**config.mk**
```make
export PLATFORM = sky130hd
export DESIGN_NAME = m2cn_front
export DESIGN_NICKNAME = d
export VERILOG_FILES = /design/src/m2cn_pkg.sv /design/src/m2cn_front.sv
export SDC_FILE = /design/constraint.sdc
export NUM_CORES = 2
export LEC_CHECK = 0
export BUFFER_PORTS_ARGS = -buffer_cell sky130_fd_sc_hd__buf_2
export CAP_MARGIN = 20
export CORE_MARGIN = 3
export CORE_UTILIZATION = 43
export DETAILED_ROUTE_END_ITERATION = 6
export GPL_TIMING_DRIVEN = 0
export PLACE_DENSITY = 0.58
export SYNTH_ARGS = -nofsm -noshare
export SYNTH_HDL_FRONTEND = slang
export SYNTH_SLANG_ARGS = --single-unit
```
**constraint.sdc**
```tcl
create_clock -name clk -period 5.25 [get_ports clk]
set_clock_uncertainty 0.2 [all_clocks]
set_input_delay 0.525 -clock clk [delete_from_list [all_inputs] [get_ports clk]]
set_output_delay 0.525 -clock clk [all_outputs]
set_load 0.01 [all_outputs]
```
**src/m2cn_pkg.sv**
```systemverilog
// ----------------------------------------------------------------------------
// 2x2 condition number package
// Shared widths and stage payload types for the condition number pipeline.
// ----------------------------------------------------------------------------
package m2cn_pkg;

    localparam int ELEM_W  = 16;
    localparam int SQ_W    = 32;
    localparam int TRACE_W = 34;
    localparam int DET_W   = 33;
    localparam int TWOD_W  = 33;
    localparam int DISC_W  = 70;
    localparam int ROOT_W  = 35;
    localparam int COND_W  = 32;

    typedef struct packed {
        logic [TRACE_W-1:0] trace;
        logic [TWOD_W-1:0]  two_det;
        logic               singular;
    } m2cn_front_t;

endpackage

```
**src/m2cn_front.sv**
```systemverilog
// ----------------------------------------------------------------------------
// 2x2 condition number front end
// Squares and cross products in one stage, then trace and twice the
// absolute determinant in the next.
// ----------------------------------------------------------------------------
module m2cn_front
(
    input  logic                            clk,
    input  logic                            rst_n,
    input  logic                            in_valid,
    input  logic signed [m2cn_pkg::ELEM_W-1:0] a,
    input  logic signed [m2cn_pkg::ELEM_W-1:0] b,
    input  logic signed [m2cn_pkg::ELEM_W-1:0] c,
    input  logic signed [m2cn_pkg::ELEM_W-1:0] d,
    output logic                            out_valid,
    output m2cn_pkg::m2cn_front_t           out_data
);

    logic        v1_reg, v2_reg;
    logic [31:0] aa_reg, bb_reg, cc_reg, dd_reg;
    logic signed [31:0] ad_reg, bc_reg;
    m2cn_pkg::m2cn_front_t data_reg, data_next;
    logic signed [32:0] det;

    always_ff @(posedge clk or negedge rst_n)
    begin
        if (!rst_n)
        begin
            v1_reg <= 1'b0;
            v2_reg <= 1'b0;
        end
        else
        begin
            v1_reg <= in_valid;
            v2_reg <= v1_reg;
        end
    end

    always_ff @(posedge clk)
    begin
        aa_reg   <= a * a;
        bb_reg   <= b * b;
        cc_reg   <= c * c;
        dd_reg   <= d * d;
        ad_reg   <= a * d;
        bc_reg   <= b * c;
        data_reg <= data_next;
    end

    always_comb
    begin
        det = 33'(ad_reg) - 33'(bc_reg);
        data_next.trace = {2'b00, aa_reg} + {2'b00, bb_reg}
                        + {2'b00, cc_reg} + {2'b00, dd_reg};
        data_next.two_det = det[32] ? 33'(-det) << 1 : 33'(det) << 1;
        data_next.singular = (det == '0);
    end

    assign out_valid = v2_reg;
    assign out_data  = data_reg;

endmodule

```
==> impl_metrics.tcl <==
set metrics [dict create \
    status "complete, but fails checks" \
    violations "negative setup slack" \
    synth-edff-count 0 \
    viasPerCell 5.08 \
    grt_pass1_wl_mm 319 \
    crit_type "in -> reg" \
    grt_max_degree 16 \
    gp_congestion 0.962 \
    fp-row-count 142 \
    crit_family "adder cells" \
    clk_latency_ps 580 \
    worst_setup_path_start_kind "input port" \
    required_ps 5490 \
    cp.buffers_inverters 7 \
    critical_path.slowest_cell "fa_1" \
    synth_seq_cells 257 \
    hpwl_mm 167 \
    core_mm2 0.151 \
    largest_reg_flops 67 \
    area_growth_syn_to_layout_pct 21.9 \
    synth_area_per_cell_um2 9.36 \
    io_pins 136 \
    port_buffers 123 \
    fin_crit_ps 6410 \
    hold_viol 0 \
    remaining_drc_errors 0 \
    cts_made_buffers 27 \
    cts_buffer_depth 3 \
    grt_pass1_vias 53551 \
    synthArstFlopShare 0.00778 \
    drtIter0Drc 2957 \
    grt_use_total 0.267 \
    wl_per_cell_um 21.4 \
    maxSlewViolCount 0 \
    layout_common_cells "inv_1 (1,805), fa_1 (1,453), nand2_1 (549), ha_1 (530), buf_4 (301)" \
    tightestPinTransition_ps 970 \
    cts_sinks 257 \
    layout.nets 9715 \
    grt_antenna_before_repair 21 \
    fmax_mhz 156 \
    fin_crit_sh 1.22 \
    cap_violations 0 \
    syn_area_mm2 0.0655 \
    num_vias 48626 \
    wl_mm 205 \
    htreeDepth 1 \
    critPathCaptureType "register" \
    synth_warnings 0 \
    die_area_mm2 0.157 \
    dieHeight_um 396 \
    firstDrtPassIters 5 \
    drive_above_1_share 0.186 \
    cts_root_buf "clkbuf_16" \
    slowest_delay_ps 530 \
    holdCritPathClass "in -> async" \
    overflow 0 \
    crit_path_frequent_cell "fa_1" \
    rsz0062_at_grt "true" \
    layout_commonest_cell "inv_1" \
    setup_violations 102 \
    design_area_mm2 0.0799 \
    finalWorstSetupSlack_ps -1160 \
    fp.dieW_um 396 \
    ant_nets 0 \
    ys_types 89 \
    fillers 13622 \
    slew_headroom 0.353 \
    critPathMaxFanout 6 \
    ys.flop_type "dfxtp_1" \
    start_util 0.435 \
    yosysSeqAreaShare 0.0786 \
    netlist_instances 7006 \
    postPlaceCellArea_mm2 0.0709 \
    cts_tree "yes" \
    clk_pin_slew_ps 60 \
    arrival_ps 6640 \
]
worst paths after layout:
check	cells past startpoint	start	endpoint	slack, ps
setup / recovery	25	d[4]	ad_reg[31]$_DFF_P_	-1160
hold / removal	2	rst_n	out_valid$_DFF_PN0_	70
setup reg to reg	15	bb_reg[0]$_DFF_P_	out_data[67]$_DFF_P_	210
hold reg to reg	0	v1_reg$_DFF_PN0_	out_valid$_DFF_PN0_	160
max in group asynchronous	2	rst_n	v1_reg$_DFF_PN0_	4680
min in group clk	1	b[0]	bb_reg[0]$_DFF_P_	80
Yosys cell counts, types with 5 or more instances:
cell type,count,area [µm²]
nand2b_1,46,288
o21ai_1,15,75.1
a31oi_1,16,100
o21ai_0,93,465
a21boi_0,7,52.6
buf_2,8,40.0
o21a_1,23,173
or3_1,14,87.6
o21bai_1,33,248
nor4b_1,5,43.8
fa_1,1521,30400
and2_1,338,2110
nor2_1,332,1250
a311oi_1,6,52.6
xor2_1,63,552
or2_2,19,119
buf_1,7,26.3
clkinv_1,12,45.0
o211ai_1,15,113
inv_1,1895,7110
mux2i_1,10,100
a211oi_1,19,143
a211o_1,8,70.1
xnor2_1,265,2320
and3_1,30,188
and4_1,5,43.8
nor3_1,47,235
nand2_1,593,2230
a21oi_1,168,841
a311o_1,6,60.1
o31ai_1,10,75.1
dfxtp_1,255,5100
a41oi_1,6,52.6
a21o_1,88,661
o31a_1,7,61.3
nand3_1,46,230
nor4_1,9,56.3
clkbuf_1,205,769
nand3b_1,5,37.5
ha_1,599,7490
nand4_1,14,87.6
a31o_2,25,219
nor2b_1,33,206
per-stage QoR:
step / worst slack [ps] / utilization / hold WS [ps] / cells / setup TNS, ps
after CTS: -1180 / 0.519 / 21.9 / 9466 / -56870
after global routing: -1290 / 0.530 / 23.4 / 9565 / -78260
after floorplan: -1290 / - / 29.4 / 7008 / -49990
after detailed placement: -3030 / 0.471 / 114 / 9148 / -223570
after global placement: -3060 / 0.470 / 109 / 9147 / -225430
final: -1160 / 0.530 / 69.5 / 9578 / -63320
worst register-to-register path, cell delays in order, from the launching register on:
cell      delay, ps
dfxtp_1         450
fa_1            460
ha_1            200
ha_1            300
fa_1            490
a21o_1          220
a21oi_2         220
o21ai_0         170
a311o_1         420
a21oi_4         300
a211oi_1        180
o41ai_2         410
a21oi_1         200
o41ai_4         360
o21ai_0         150
a21o_1          190
what timing repair did:
item / CTS / global route
pin swaps: 292 / 271
gates resized for setup: 821 / 265
setup buffers: 280 / 111
setup endpoints to repair: 127 / 119
endpoints found under the hold margin: 6 / 0
hold buffers: 5 / 0
gates cloned: 1 / 1
metal layers:
metal  share of wire  global-route usage  up-vias  routed length, µm
li1                -                   -    21777                  -
met1            0.43               0.366    24945              87300
met2            0.46               0.429     1542              94200
met3           0.079              0.0597      350              16200
met4           0.033              0.0707       12               6660
met5         0.00055                   0        -                112
area by class of cell:
class	instances	area, µm²	area share
Antenna cell	15	37.5	0.000470
Buffer	216	3780	0.0473
Clock buffer	31	711	0.00889
Clock inverter	17	224	0.00280
Inverter	1911	7330	0.0918
Multi-Input combinational cell	4619	55900	0.700
Sequential cell	257	5150	0.0645
Tap cell	2016	2520	0.0316
Timing Repair Buffer	496	4250	0.0531
kinds of logic (layout without fill, tap and decap cells):
| group | after synthesis | after routing | synth area share |
|---|---|---|---|
| AOI/OAI and AO/OA | 599 | 599 | 0.0616 |
| xor gates and xnor gates | 328 | 328 | 0.0438 |
| adders and majority gates | 2120 | 2120 | 0.579 |
| buffers and inverters | 2132 | 2671 | 0.122 |
| DFF | 257 | 257 | 0.0786 |
| muxes | 11 | 11 | 0.00170 |
| other | 2 | 19 | 0.000115 |
| and+or+nand+nor | 1557 | 1557 | 0.113 |
Power is left out: the tool's default activity adds up to more than one toggle a clock period on the data nets, which glitch-free logic cannot reach.
